File: config.mk
export PLATFORM = sky130hd
export DESIGN_NAME = sequence_reorder_buffer_unit_flat
export DESIGN_NICKNAME = d
export VERILOG_FILES = /design/src/hw/rtl/sqrob_pkg.sv /design/src/hw/rtl/sqrob_channels.sv /design/src/hw/rtl/sqrob_alu.sv /design/src/hw/rtl/sqrob_slot_store.sv /design/src/hw/rtl/sequence_reorder_buffer_unit.sv /design/src/flat_wrapper.sv
export SDC_FILE = /design/constraint.sdc
export NUM_CORES = 1
export LEC_CHECK = 0
export ABC_AREA = 1
export BUFFER_PORTS_ARGS = -buffer_cell sky130_fd_sc_hd__buf_2
export CORE_MARGIN = 3
export CORE_UTILIZATION = 34
export DETAILED_ROUTE_END_ITERATION = 12
export PLACE_DENSITY = 0.49
export REMOVE_ABC_BUFFERS = 1
export SKIP_CTS_REPAIR_TIMING = 1
export SLEW_MARGIN = 30
export SYNTH_ARGS = -nofsm -noshare
export SYNTH_HDL_FRONTEND = slang
export SYNTH_SLANG_ARGS = --single-unit
File: constraint.sdc
create_clock -name clk -period 22 [get_ports clk]
set_clock_uncertainty 0.15 [all_clocks]
set_input_delay 3.3 -clock clk [delete_from_list [all_inputs] [get_ports clk]]
set_output_delay 3.3 -clock clk [all_outputs]
set_load 0.005 [all_outputs]
File: src/hw/rtl/sqrob_pkg.sv
`timescale 1ns / 1ps
// Shared constants, types and helpers of the sequence reorder buffer.
package sqrob_pkg;

    localparam int unsigned WINDOW      = 16;
    localparam int unsigned SLOT_W      = $clog2(WINDOW);
    localparam int unsigned MAX_RESULTS = 16;
    localparam int unsigned CNT_W       = $clog2(MAX_RESULTS + 1);
    localparam int unsigned ID_W        = 32;
    localparam int unsigned DESC_W      = 32;

    localparam logic [1:0] STATUS_RELEASED = 2'd0;
    localparam logic [1:0] STATUS_STALE    = 2'd1;
    localparam logic [1:0] STATUS_BEYOND   = 2'd2;

    localparam logic ALU_SUB = 1'b0;
    localparam logic ALU_INC = 1'b1;

    typedef logic [ID_W-1:0]   id_t;
    typedef logic [SLOT_W-1:0] slot_t;

    typedef struct packed {
        id_t  result;
        logic stale;
        logic beyond;
    } alu_res_t;

    typedef struct packed {
        logic              ok;
        logic [DESC_W-1:0] desc;
    } entry_t;

    typedef struct packed {
        logic   wr_en;
        slot_t  wr_slot;
        entry_t wr_data;
        logic   rd_en;
        slot_t  rd_slot;
        logic   clr_all;
    } store_cmd_t;

    // WINDOW is a power of two, so this reduces to the low id bits
    function automatic slot_t slot_of(input id_t id);
        return SLOT_W'(id % WINDOW);
    endfunction

endpackage

File: src/hw/rtl/sqrob_channels.sv
`timescale 1ns / 1ps
// Handshake channel interfaces: completion input, result output, config write.
interface sqrob_in_if;
    logic        valid;
    logic        ready;
    logic [31:0] seq_id;
    logic        ok_flag;
    logic [31:0] descriptor;

    modport source (output valid, seq_id, ok_flag, descriptor, input ready);
    modport sink   (input valid, seq_id, ok_flag, descriptor, output ready);
endinterface

interface sqrob_out_if;
    logic        valid;
    logic        ready;
    logic [1:0]  status;
    logic [31:0] out_seq_id;
    logic        out_ok;
    logic [31:0] out_descriptor;
    logic        last;

    modport source (output valid, status, out_seq_id, out_ok, out_descriptor, last,
                    input ready);
    modport sink   (input valid, status, out_seq_id, out_ok, out_descriptor, last,
                    output ready);
endinterface

interface sqrob_cfg_if;
    logic        valid;
    logic        ready;
    logic [31:0] first_expected_id;

    modport source (output valid, first_expected_id, input ready);
    modport sink   (input valid, first_expected_id, output ready);
endinterface

File: src/hw/rtl/sqrob_alu.sv
`timescale 1ns / 1ps
// Shared 32-bit adder: window offset with classification, or pointer increment.
module sqrob_alu (
    input  logic                op,
    input  sqrob_pkg::id_t      a,
    input  sqrob_pkg::id_t      b,
    output sqrob_pkg::alu_res_t res
);
    import sqrob_pkg::*;

    id_t  operand_b;
    logic carry_in;
    id_t  sum;

    always_comb
    begin
        // subtract as a + ~b + 1
        operand_b = (op == ALU_INC) ? ID_W'(1) : ~b;
        carry_in  = (op == ALU_SUB);
        sum       = a + operand_b + ID_W'(carry_in);

        res.result = sum;
        res.stale  = sum[ID_W-1];
        res.beyond = !sum[ID_W-1] && (sum[ID_W-2:0] >= (ID_W-1)'(WINDOW));
    end

endmodule

File: src/hw/rtl/sqrob_slot_store.sv
`timescale 1ns / 1ps
// Ring slot storage: valid flags in flops, entries in a registered-read memory.
module sqrob_slot_store (
    input  logic                  clk,
    input  logic                  rst_n,
    input  sqrob_pkg::store_cmd_t cmd,
    input  sqrob_pkg::slot_t      probe_slot,
    output logic                  probe_valid,
    output sqrob_pkg::entry_t     rd_data
);
    import sqrob_pkg::*;

    logic [WINDOW-1:0] valid_reg;
    logic [WINDOW-1:0] valid_next;
    entry_t            slot_mem_reg [WINDOW];
    entry_t            rd_data_reg;

    always_comb
    begin
        valid_next = valid_reg;
        if (cmd.clr_all)
        begin
            valid_next = '0;
        end
        else
        begin
            // release clears, insert sets
            if (cmd.rd_en)
            begin
                valid_next[cmd.rd_slot] = 1'b0;
            end
            if (cmd.wr_en)
            begin
                valid_next[cmd.wr_slot] = 1'b1;
            end
        end
    end

    always_ff @(posedge clk or negedge rst_n)
    begin
        if (!rst_n)
        begin
            valid_reg <= '0;
        end
        else
        begin
            valid_reg <= valid_next;
        end
    end

    always_ff @(posedge clk)
    begin
        if (cmd.wr_en)
        begin
            slot_mem_reg[cmd.wr_slot] <= cmd.wr_data;
        end
        if (cmd.rd_en)
        begin
            rd_data_reg <= slot_mem_reg[cmd.rd_slot];
        end
    end

    assign probe_valid = valid_reg[probe_slot];
    assign rd_data     = rd_data_reg;

endmodule

File: src/hw/rtl/sequence_reorder_buffer_unit.sv
`timescale 1ns / 1ps
// Top level of the sequence reorder buffer with in-order release.
//
// Completions enter on req (seq_id, ok_flag, descriptor) in any order. An id
// inside [expected, expected + 16) is stored in ring slot seq_id mod 16; after
// each insert the unit releases, on rsp, every consecutive stored entry from
// the expected id onward (at most 16 per insert) and raises last on the final
// one. Stale ids and ids at or past the window end are not stored: they come
// back at once as one result with status stale or beyond window, last set.
// An insert that leaves the expected slot empty produces no result.
// cfg loads the expected id and clears all slots; write it only while idle.
// One adder serves both the window offset and the pointer increment, and the
// slot memory has one registered read port: an insert passes classify and
// check, each released entry adds a load and a check, and req is ready only
// between inserts. Released entries pass the read and hold registers to rsp.
// Reset empties all slots, sets the expected id to 1 and drops rsp.valid.
// When rsp stalls, the unit holds the next released entry internally and waits;
// no entry is lost or released twice.
module sequence_reorder_buffer_unit (
    input  logic         clk,
    input  logic         rst_n,
    sqrob_in_if.sink     req,
    sqrob_out_if.source  rsp,
    sqrob_cfg_if.sink    cfg
);
    import sqrob_pkg::*;

    localparam logic [1:0] S_IDLE     = 2'd0;
    localparam logic [1:0] S_CLASSIFY = 2'd1;
    localparam logic [1:0] S_CHECK    = 2'd2;
    localparam logic [1:0] S_LOAD     = 2'd3;

    logic [1:0]        state_reg, state_next;
    id_t               next_exp_reg, next_exp_next;
    logic [CNT_W-1:0]  count_reg, count_next;
    id_t               in_id_reg, in_id_next;
    logic              in_ok_reg, in_ok_next;
    logic [DESC_W-1:0] in_desc_reg, in_desc_next;
    logic              hold_valid_reg, hold_valid_next;
    id_t               hold_id_reg, hold_id_next;
    entry_t            hold_entry_reg, hold_entry_next;
    logic              out_valid_reg, out_valid_next;
    logic [1:0]        out_status_reg, out_status_next;
    id_t               out_id_reg, out_id_next;
    entry_t            out_entry_reg, out_entry_next;
    logic              out_last_reg, out_last_next;

    logic       alu_op;
    id_t        alu_a;
    alu_res_t   alu_res;
    store_cmd_t store_cmd;
    logic       probe_valid;
    entry_t     rd_data;
    logic       out_free;
    logic       more;
    logic       push;
    logic       push_last;
    logic [1:0] push_status;
    id_t        push_id;
    entry_t     push_entry;
    logic       cfg_we;

    sqrob_alu u_alu (
        .op  (alu_op),
        .a   (alu_a),
        .b   (next_exp_reg),
        .res (alu_res)
    );

    sqrob_slot_store u_store (
        .clk         (clk),
        .rst_n       (rst_n),
        .cmd         (store_cmd),
        .probe_slot  (slot_of(next_exp_reg)),
        .probe_valid (probe_valid),
        .rd_data     (rd_data)
    );

    assign req.ready = (state_reg == S_IDLE);
    assign cfg.ready = (state_reg == S_IDLE);
    assign cfg_we    = cfg.valid && cfg.ready;

    assign alu_op   = (state_reg == S_LOAD) ? ALU_INC : ALU_SUB;
    assign alu_a    = (state_reg == S_LOAD) ? next_exp_reg : in_id_reg;
    assign out_free = !out_valid_reg || rsp.ready;
    assign more     = probe_valid && (count_reg < CNT_W'(MAX_RESULTS));

    always_comb
    begin
        state_next      = state_reg;
        next_exp_next   = next_exp_reg;
        count_next      = count_reg;
        in_id_next      = in_id_reg;
        in_ok_next      = in_ok_reg;
        in_desc_next    = in_desc_reg;
        hold_valid_next = hold_valid_reg;
        hold_id_next    = hold_id_reg;
        hold_entry_next = hold_entry_reg;
        store_cmd       = '0;
        push            = 1'b0;
        push_last       = 1'b0;
        push_status     = STATUS_RELEASED;
        push_id         = hold_id_reg;
        push_entry      = hold_entry_reg;

        unique case (state_reg)
            S_IDLE:
            begin
                if (cfg_we)
                begin
                    next_exp_next     = cfg.first_expected_id;
                    store_cmd.clr_all = 1'b1;
                end
                if (req.valid)
                begin
                    in_id_next   = req.seq_id;
                    in_ok_next   = req.ok_flag;
                    in_desc_next = req.descriptor;
                    count_next   = '0;
                    state_next   = S_CLASSIFY;
                end
            end
            S_CLASSIFY:
            begin
                if (alu_res.stale || alu_res.beyond)
                begin
                    // echo the rejected transaction once rsp has room
                    if (out_free)
                    begin
                        push            = 1'b1;
                        push_last       = 1'b1;
                        push_status     = alu_res.stale ? STATUS_STALE : STATUS_BEYOND;
                        push_id         = in_id_reg;
                        push_entry.ok   = in_ok_reg;
                        push_entry.desc = in_desc_reg;
                        state_next      = S_IDLE;
                    end
                end
                else
                begin
                    store_cmd.wr_en        = 1'b1;
                    store_cmd.wr_slot      = slot_of(in_id_reg);
                    store_cmd.wr_data.ok   = in_ok_reg;
                    store_cmd.wr_data.desc = in_desc_reg;
                    state_next             = S_CHECK;
                end
            end
            S_CHECK:
            begin
                if (hold_valid_reg)
                begin
                    // last is known only once the following slot is probed
                    if (out_free)
                    begin
                        push            = 1'b1;
                        push_last       = !more;
                        hold_valid_next = 1'b0;
                        if (more)
                        begin
                            store_cmd.rd_en   = 1'b1;
                            store_cmd.rd_slot = slot_of(next_exp_reg);
                            state_next        = S_LOAD;
                        end
                        else
                        begin
                            state_next = S_IDLE;
                        end
                    end
                end
                else if (more)
                begin
                    store_cmd.rd_en   = 1'b1;
                    store_cmd.rd_slot = slot_of(next_exp_reg);
                    state_next        = S_LOAD;
                end
                else
                begin
                    state_next = S_IDLE;
                end
            end
            S_LOAD:
            begin
                hold_valid_next = 1'b1;
                hold_id_next    = next_exp_reg;
                hold_entry_next = rd_data;
                next_exp_next   = alu_res.result;
                count_next      = count_reg + CNT_W'(1);
                state_next      = S_CHECK;
            end
            default:
            begin
                state_next = S_IDLE;
            end
        endcase
    end

    always_comb
    begin
        out_valid_next  = out_valid_reg;
        out_status_next = out_status_reg;
        out_id_next     = out_id_reg;
        out_entry_next  = out_entry_reg;
        out_last_next   = out_last_reg;
        if (push)
        begin
            out_valid_next  = 1'b1;
            out_status_next = push_status;
            out_id_next     = push_id;
            out_entry_next  = push_entry;
            out_last_next   = push_last;
        end
        else if (rsp.ready)
        begin
            out_valid_next = 1'b0;
        end
    end

    always_ff @(posedge clk or negedge rst_n)
    begin
        if (!rst_n)
        begin
            state_reg      <= S_IDLE;
            next_exp_reg   <= ID_W'(1);
            count_reg      <= '0;
            hold_valid_reg <= 1'b0;
            out_valid_reg  <= 1'b0;
        end
        else
        begin
            state_reg      <= state_next;
            next_exp_reg   <= next_exp_next;
            count_reg      <= count_next;
            hold_valid_reg <= hold_valid_next;
            out_valid_reg  <= out_valid_next;
        end
    end

    always_ff @(posedge clk)
    begin
        in_id_reg      <= in_id_next;
        in_ok_reg      <= in_ok_next;
        in_desc_reg    <= in_desc_next;
        hold_id_reg    <= hold_id_next;
        hold_entry_reg <= hold_entry_next;
        out_status_reg <= out_status_next;
        out_id_reg     <= out_id_next;
        out_entry_reg  <= out_entry_next;
        out_last_reg   <= out_last_next;
    end

    assign rsp.valid          = out_valid_reg;
    assign rsp.status         = out_status_reg;
    assign rsp.out_seq_id     = out_id_reg;
    assign rsp.out_ok         = out_entry_reg.ok;
    assign rsp.out_descriptor = out_entry_reg.desc;
    assign rsp.last           = out_last_reg;

    a_count_bound: assert property (@(posedge clk) disable iff (!rst_n)
        count_reg <= CNT_W'(MAX_RESULTS))
        else $error("release count exceeds run limit");

    a_hold_in_check: assert property (@(posedge clk) disable iff (!rst_n)
        hold_valid_reg |-> state_reg == S_CHECK)
        else $error("held entry outside the probe state");

    a_more_reads: assert property (@(posedge clk) disable iff (!rst_n)
        push && !push_last |=> state_reg == S_LOAD)
        else $error("non-final release not followed by a slot read");

    a_load_fills_hold: assert property (@(posedge clk) disable iff (!rst_n)
        state_reg == S_LOAD |=> state_reg == S_CHECK && hold_valid_reg)
        else $error("slot read did not land in the hold register");

endmodule
File: src/flat_wrapper.sv
// flat-port wrapper written by rule: the top's interface ports become plain ports
module sequence_reorder_buffer_unit_flat import sqrob_pkg::*;
  (clk, rst_n, req_valid, req_seq_id, req_ok_flag, req_descriptor, req_ready, rsp_valid, rsp_status, rsp_out_seq_id, rsp_out_ok, rsp_out_descriptor, rsp_last, rsp_ready, cfg_valid, cfg_first_expected_id, cfg_ready);
  sqrob_in_if req_i ();
  sqrob_out_if rsp_i ();
  sqrob_cfg_if cfg_i ();
  input  logic clk;
  input  logic rst_n;
  input wire logic [$bits(req_i.valid)-1:0] req_valid;
  input wire logic [$bits(req_i.seq_id)-1:0] req_seq_id;
  input wire logic [$bits(req_i.ok_flag)-1:0] req_ok_flag;
  input wire logic [$bits(req_i.descriptor)-1:0] req_descriptor;
  output wire logic [$bits(req_i.ready)-1:0] req_ready;
  output wire logic [$bits(rsp_i.valid)-1:0] rsp_valid;
  output wire logic [$bits(rsp_i.status)-1:0] rsp_status;
  output wire logic [$bits(rsp_i.out_seq_id)-1:0] rsp_out_seq_id;
  output wire logic [$bits(rsp_i.out_ok)-1:0] rsp_out_ok;
  output wire logic [$bits(rsp_i.out_descriptor)-1:0] rsp_out_descriptor;
  output wire logic [$bits(rsp_i.last)-1:0] rsp_last;
  input wire logic [$bits(rsp_i.ready)-1:0] rsp_ready;
  input wire logic [$bits(cfg_i.valid)-1:0] cfg_valid;
  input wire logic [$bits(cfg_i.first_expected_id)-1:0] cfg_first_expected_id;
  output wire logic [$bits(cfg_i.ready)-1:0] cfg_ready;
  assign req_i.valid = req_valid;
  assign req_i.seq_id = req_seq_id;
  assign req_i.ok_flag = req_ok_flag;
  assign req_i.descriptor = req_descriptor;
  assign req_ready = req_i.ready;
  assign rsp_valid = rsp_i.valid;
  assign rsp_status = rsp_i.status;
  assign rsp_out_seq_id = rsp_i.out_seq_id;
  assign rsp_out_ok = rsp_i.out_ok;
  assign rsp_out_descriptor = rsp_i.out_descriptor;
  assign rsp_last = rsp_i.last;
  assign rsp_i.ready = rsp_ready;
  assign cfg_i.valid = cfg_valid;
  assign cfg_i.first_expected_id = cfg_first_expected_id;
  assign cfg_ready = cfg_i.ready;
  sequence_reorder_buffer_unit u_core (.clk(clk), .rst_n(rst_n), .req(req_i), .rsp(rsp_i), .cfg(cfg_i));
endmodule
# After elaboration in Yosys (flattened, before gate mapping)
# Memory sizes are Yosys's and may differ from the RTL's. A register that Yosys moved wholly into a read port is not among the register bits.
# Index checks and enable logic that the tools add are counted.
# op_classes
mux	53
order_cmp	7
addsub	3
div_mod_pow	0
bitwise_logic	5
n_reduce_logical	19
shifts	0
n_eq_ne	7
n_mul	0
# ops
operator	n
2-to-1 mux 32 bit	6
2-to-1 mux 33 bit	3
2-to-1 mux 38 bit	2
2-to-1 mux 16 bit	4
one-hot mux 32 bit (2 select lines)	1
adder 32 x 1 -> 32 bit	1
adder 32 bit	1
NOT 32 bit	1
greater-or-equal comparator 31 x 5 -> 1 bit, second input constant	1
2-to-1 mux 5 bit	5
2-to-1 mux 1 bit	17
AND 16 bit	1
NOT 16 bit	1
OR 16 bit	1
< comparator 4 x 5 -> 1 bit, second input constant	3
2-to-1 mux 2 bit	7
one-hot mux 5 bit (2 select lines)	1
demux 1 bit (select 4 bit)	2
greater-or-equal comparator 4 x 1 -> 1 bit, second input constant	2
one-hot mux 2 bit (4 select lines)	1
one-hot mux 1 bit (2 select lines)	3
AND reduction 2 bit	3
AND reduction 3 bit	2
nonzero test 2 bit	3
13 further kinds	22
# word_totals
romBits	0
mem_count	1
out_inout_bits	71
in_bits	102
mem_bits_rw	528
wordCells	112
reg_bits	255
latchBits	0
# mem_list
memory	depth	width	rd	rd_clocked_by_memory_dff	wr	line	source
u_core.u_store.slot_mem_reg	16	33	1	1	1	sqrob_slot_store.sv:15	entry_t slot_mem_reg [WINDOW];

# Longest topological paths before layout
# logic_depth
word_depth	18
ltp_mapped	30
ltp_nobuf	27

# Cells and area by module
# Synthesis repeated with hierarchy kept, for this count alone.
# hier_totals
cells_unflattened	3682
area_unflattened_um2	36379.9
# by_module_without_submodules
module	seq_area_each_um2	instances	cells_per_inst	area_each_um2
sqrob_slot_store	17246.5	1	2317	24121.9
sequence_reorder_buffer_unit	6972.9	1	791	9522.9
sqrob_alu	0.0	1	574	2735.1

# Worst setup path after synthesis
# OpenSTA, ideal clock, no wires.
# synth_timing
path_kind	flip-flop to flip-flop
from	register u_core.state_reg[1]
to	register u_core.out_last_reg (netlist: u_core.rsp.last) (enable)
slack_ns	14.839
t_arrival_ns	6.589
stages_incl_launch_ff	30
path_buffers	4
cell_sequence	dfrtp_1 -> ha_1 -> clkbuf_1 -> clkbuf_1 -> clkbuf_1 -> nand2_1 -> o21ai_0 -> inv_1 -> fa_1 -> inv_1 -> fa_1 -> nand3_1 -> nand3_1 -> nand2_1 -> nand2_1 -> nand2_1 -> nand2_1 -> nand2_1 -> nand3b_1 -> nand2_1 -> nand2_1 -> nor2_1 -> nand2_1 -> nor2_1 -> nand3_1 -> nand3_2 -> buf_4 -> nand2_1 -> nand2_1 -> inv_1
# synth_between
elab_chain_len	10
# synth_rtl
item	line	source
start: declaration	sequence_reorder_buffer_unit.sv:33	logic [1:0] state_reg, state_next;
start signal: assignment	sequence_reorder_buffer_unit.sv:230	state_reg <= state_next;
== test 2 bit	sequence_reorder_buffer_unit.sv:83, sequence_reorder_buffer_unit.sv:84	
2-to-1 mux 1 bit	sequence_reorder_buffer_unit.sv:83	assign alu_op = (state_reg == S_LOAD) ? ALU_INC : ALU_SUB;
2-to-1 mux 32 bit	sqrob_alu.sv:18	operand_b = (op == ALU_INC) ? ID_W'(1) : ~b;
adder 32 bit	sqrob_alu.sv:20	sum = a + operand_b + ID_W'(carry_in);
adder 32 x 1 -> 32 bit	sqrob_alu.sv:20	
greater-or-equal comparator 31 x 5 -> 1 bit or logical NOT 1 bit (tied branches)	sqrob_alu.sv:24	res.beyond = !sum[ID_W-1] && (sum[ID_W-2:0] >= (ID_W-1)'(WINDOW));
logical AND 1 bit	sqrob_alu.sv:24	
logical OR 1 bit	sequence_reorder_buffer_unit.sv:125	if (alu_res.stale || alu_res.beyond)
2-to-1 mux 1 bit	sequence_reorder_buffer_unit.sv:125	
one-hot mux 1 bit (2 select lines) *	sequence_reorder_buffer_unit.sv:106	unique case (state_reg)
end signal: assignment	sequence_reorder_buffer_unit.sv:248	out_last_reg <= out_last_next;
end: declaration	sequence_reorder_buffer_unit.sv:46	logic out_last_reg, out_last_next;
# Every way passes the cells marked *; elsewhere a longest branch is shown, timed or not.
# A chain may end at the register's enable or synchronous reset.

# Worst setup path after layout
# layout_timing
from	register u_core.state_reg[1]
to	register u_core.out_id_reg[2] (netlist: u_core.rsp.out_seq_id[2]) (data pin)
# layout_between
elab_chain_len	10
# layout_rtl
item	line	source
== test 2 bit	sequence_reorder_buffer_unit.sv:83, sequence_reorder_buffer_unit.sv:84	
2-to-1 mux 1 bit	sequence_reorder_buffer_unit.sv:83	
2-to-1 mux 32 bit	sqrob_alu.sv:18	
adder 32 bit	sqrob_alu.sv:20	
adder 32 x 1 -> 32 bit	sqrob_alu.sv:20	
greater-or-equal comparator 31 x 5 -> 1 bit or logical NOT 1 bit (tied branches)	sqrob_alu.sv:24	
logical AND 1 bit	sqrob_alu.sv:24	
logical OR 1 bit	sequence_reorder_buffer_unit.sv:125	
2-to-1 mux 32 bit	sequence_reorder_buffer_unit.sv:125	
2-to-1 mux 32 bit *	sequence_reorder_buffer_unit.sv:106	
net u_core.push_id[2]	sequence_reorder_buffer_unit.sv:59	id_t push_id;
end signal: assignment	sequence_reorder_buffer_unit.sv:246	out_id_reg <= out_id_next;
end: declaration	sequence_reorder_buffer_unit.sv:44	id_t out_id_reg, out_id_next;
# Mark *: on every way through the listed nets, which the timed path passes. The rest lies on a longest branch.

==> reports/metrics.yaml <==
status: "complete, no violations"
first_global_vias: 21900
maxCapViolations: 0
ys.flop_type: "edfxtp_1"
comb_power_share_pct: 19.9
cts_sinks: 816
fin_setup_tns_ps: 0
power_density_mw_per_mm2: 108
htree_levels: 3
n_fill_cell: 9619
synth-seq-cells: 816
finalPower_mw: 4.20
end_kind: "flip-flop"
netlist_area_mm2: 0.0339
die_area_mm2: 0.104
drtIter0Drc: 1767
vias: 22200
p_seq_share_pct: 44.9
layout_min_cycle_time_ps: 7060
largest_register_ffs: 528
numPortBuffers: 172
track_usage_pct: 18.3
antenna_cells: 0
min_period_over_period_pct: 32.1
area_growth_syn_to_layout_pct: 15.1
syn_avg_cell_area_um2: 11.4
max_slew_margin_pct: 33.9
rsz0062_at_grt: "no"
fp-row-count: 115
setup_violations: 0
worst_pin_slew_ps: 991
synthTopCellsByArea: "edfxtp_1 (67%), nand2_1 (12%), dfrtp_1 (4.1%), nand4_1 (2.9%), inv_1 (2.8%)"
max_freq_mhz: 142
worstHoldPathType: "reg2reg"
crit_path_max_fanout: 68
dpl.hpwl_um: 53600
hp-start: "u_core.u_store.rd_data[27]"
drc: 0
min_to: "u_core.hold_entry_reg[27]"
final-hold-violation-count: 0
power_switching_mw: 1.27
whs_path_depth: 0
core-area_mm2: 0.0987
multi_input_area_mm2: 0.00822
critPathRequiredTime_ps: 22110
synth_warnings: 0
power.share.switching_pct: 30.2
vias_per_cell: 4.91
arrival_ps: 7170
slew_viol_final: 0
overflow: 0
ant_nets: 0
drt-wirelength-per-cell_um: 21.2
yosysTopAreaCell: "edfxtp_1"
regArea_mm2: 0.0242
r2r-start: "u_core.state_reg[1]"
r2r_end: "u_core.rsp.out_seq_id[2]"
grt_max_degree: 78
clock_latency_ps: 640
startpoint: "u_core.state_reg[1]"
synth-edff-count: 759
pre_cts_ws_ps: 14620
r2r_slack_ps: 14940
p_leak_nw: 13.7
critical_path_class: "reg2reg"
cts_made_buffers: 88
final_nets: 3312
io_pins: 173
critPathLaunchType: "flip-flop"
antenna_found_initial: 1
grt_pass1_wl_um: 141000
peakVddDrop_mv: 0.0590
wl_um: 95800
seq_area_frac_synth_pct: 71.4
syn_inst: 2986
firstDrtPassIters: 5
power.share.clock_pct: 35.2
clock_path_buffers: 3
fp.dieW_um: 322
async_flop_share_pct: 6.99
setup_slack_ps: 14940
p_int_mw: 2.93
yosysUniqueCellTypes: 44
clk_pin_slew_ps: 60
drive_gt1_share_pct: 11.5
cts_tree: "built"
place_congestion: 0.903
r2r_cells: 21
synth_top_area_share_pct: 67.2
initial_utilization_pct: 34.4
cts_root_buf: "clkbuf_16"
die_h_um: 322
layout by cell type (no fill, tap or decap), drive strengths merged, types with 8 or more instances in the layout:
cell type,netlist,final
a21oi,63,63
a22oi,10,10
buf,78,210
bufinv,0,9
clkbuf,36,114
clkinv,3,45
dfrtp,56,56
edfxtp,759,759
ha,36,36
inv,256,246
nand2,1076,1076
nand3,50,50
nand3b,10,10
nand4,160,160
nor2,170,170
nor3,9,9
o211ai,9,9
o21ai,172,172
xor2,8,8
stage by stage:
step	instance area [um^2]	instances	hold slack, ps	utilization (%)
finish	39000	4526	267	39.6
global route	39000	4526	270	39.6
detailed placement	36200	4369	255	36.6
CTS	39000	4526	265	39.5
floorplan	33400	2872	250	-
global placement	36100	4369	252	36.6
synth_stat cells (all sizes together) (36+ instances only):
cell / number
inv: 256
a21oi: 63
clkbuf: 36
nand4: 160
edfxtp: 759
nand3: 50
dfrtp: 56
ha: 36
o21ai: 172
buf: 78
nor2: 170
nand2: 1076
per-layer routing:
metal	vias to the layer above	share of wire (%)	GRT usage, %
met5	-	0	0
met4	0	2.6	5.24
met3	144	4.9	2.53
met2	573	48	30.8
met1	10900	45	24.9
li1	10600	-	-
cell type report:
class,instances,share of cell area [%]
clock inverters,43,1.32
inverters,259,2.52
well taps,1287,4.12
flip-flops and latches,816,62.0
repair buffers,210,2.96
clock buffers,114,5.99
multi-input cells,1797,21.1
how the worst max path moves through the flow:
stage | to | slack (ps) | cells past startpoint
5_1_grt | u_core.rsp.out_seq_id[2] | 14320 | 21
6_report | u_core.rsp.out_seq_id[2] | 14940 | 21
3_3_place_gp | u_core.u_store.rd_data[1] | 14640 | 16
3_5_place_dp | u_core.u_store.rd_data[1] | 14620 | 16
4_1_cts | u_core.rsp.out_seq_id[2] | 14850 | 21
2_1_floorplan | u_core.rsp.last | 12030 | 25
cell families after synthesis:
| family | synth area share [%] |
|---|---|
| AO/OA/AOI/OAI | 4.04 |
| XOR/XNOR | 0.387 |
| adder cells (fa/ha/maj) | 1.45 |
| buffers and inverters | 4.54 |
| flip-flops | 71.4 |
| AND/OR/NAND/NOR | 18.2 |
worst max-delay path: stages (launching register included):
cell and delay [ps]:
dfrtp_1 430, ha_4 530, buf_4 550, buf_4 580, o21ai_0 210, ha_1 450
nand2_1 160, nor2_1 280, nand2_1 160, inv_1 110, nand3_1 160, nand3_1 130
nand2_1 70, nand2_1 80, nand2_1 60, nor2_1 90, nand2_1 60, nor2_1 280
nand3_1 250, nand3_4 540, buf_4 770, o21ai_0 430
power groups by stage:
| stage | Sequential, mW | Combinational, mW | Clock [mW] |
|---|---|---|---|
| global route | 1.90 | 0.958 | 1.58 |
| detailed placement | 1.92 | 0.849 | 0 |
| floorplan | 1.90 | 0.544 | 0 |
| CTS | 1.89 | 0.853 | 1.51 |
| finish | 1.89 | 0.838 | 1.48 |
| global placement | 1.92 | 0.847 | 0 |
(Power assumes the default switching activity.)
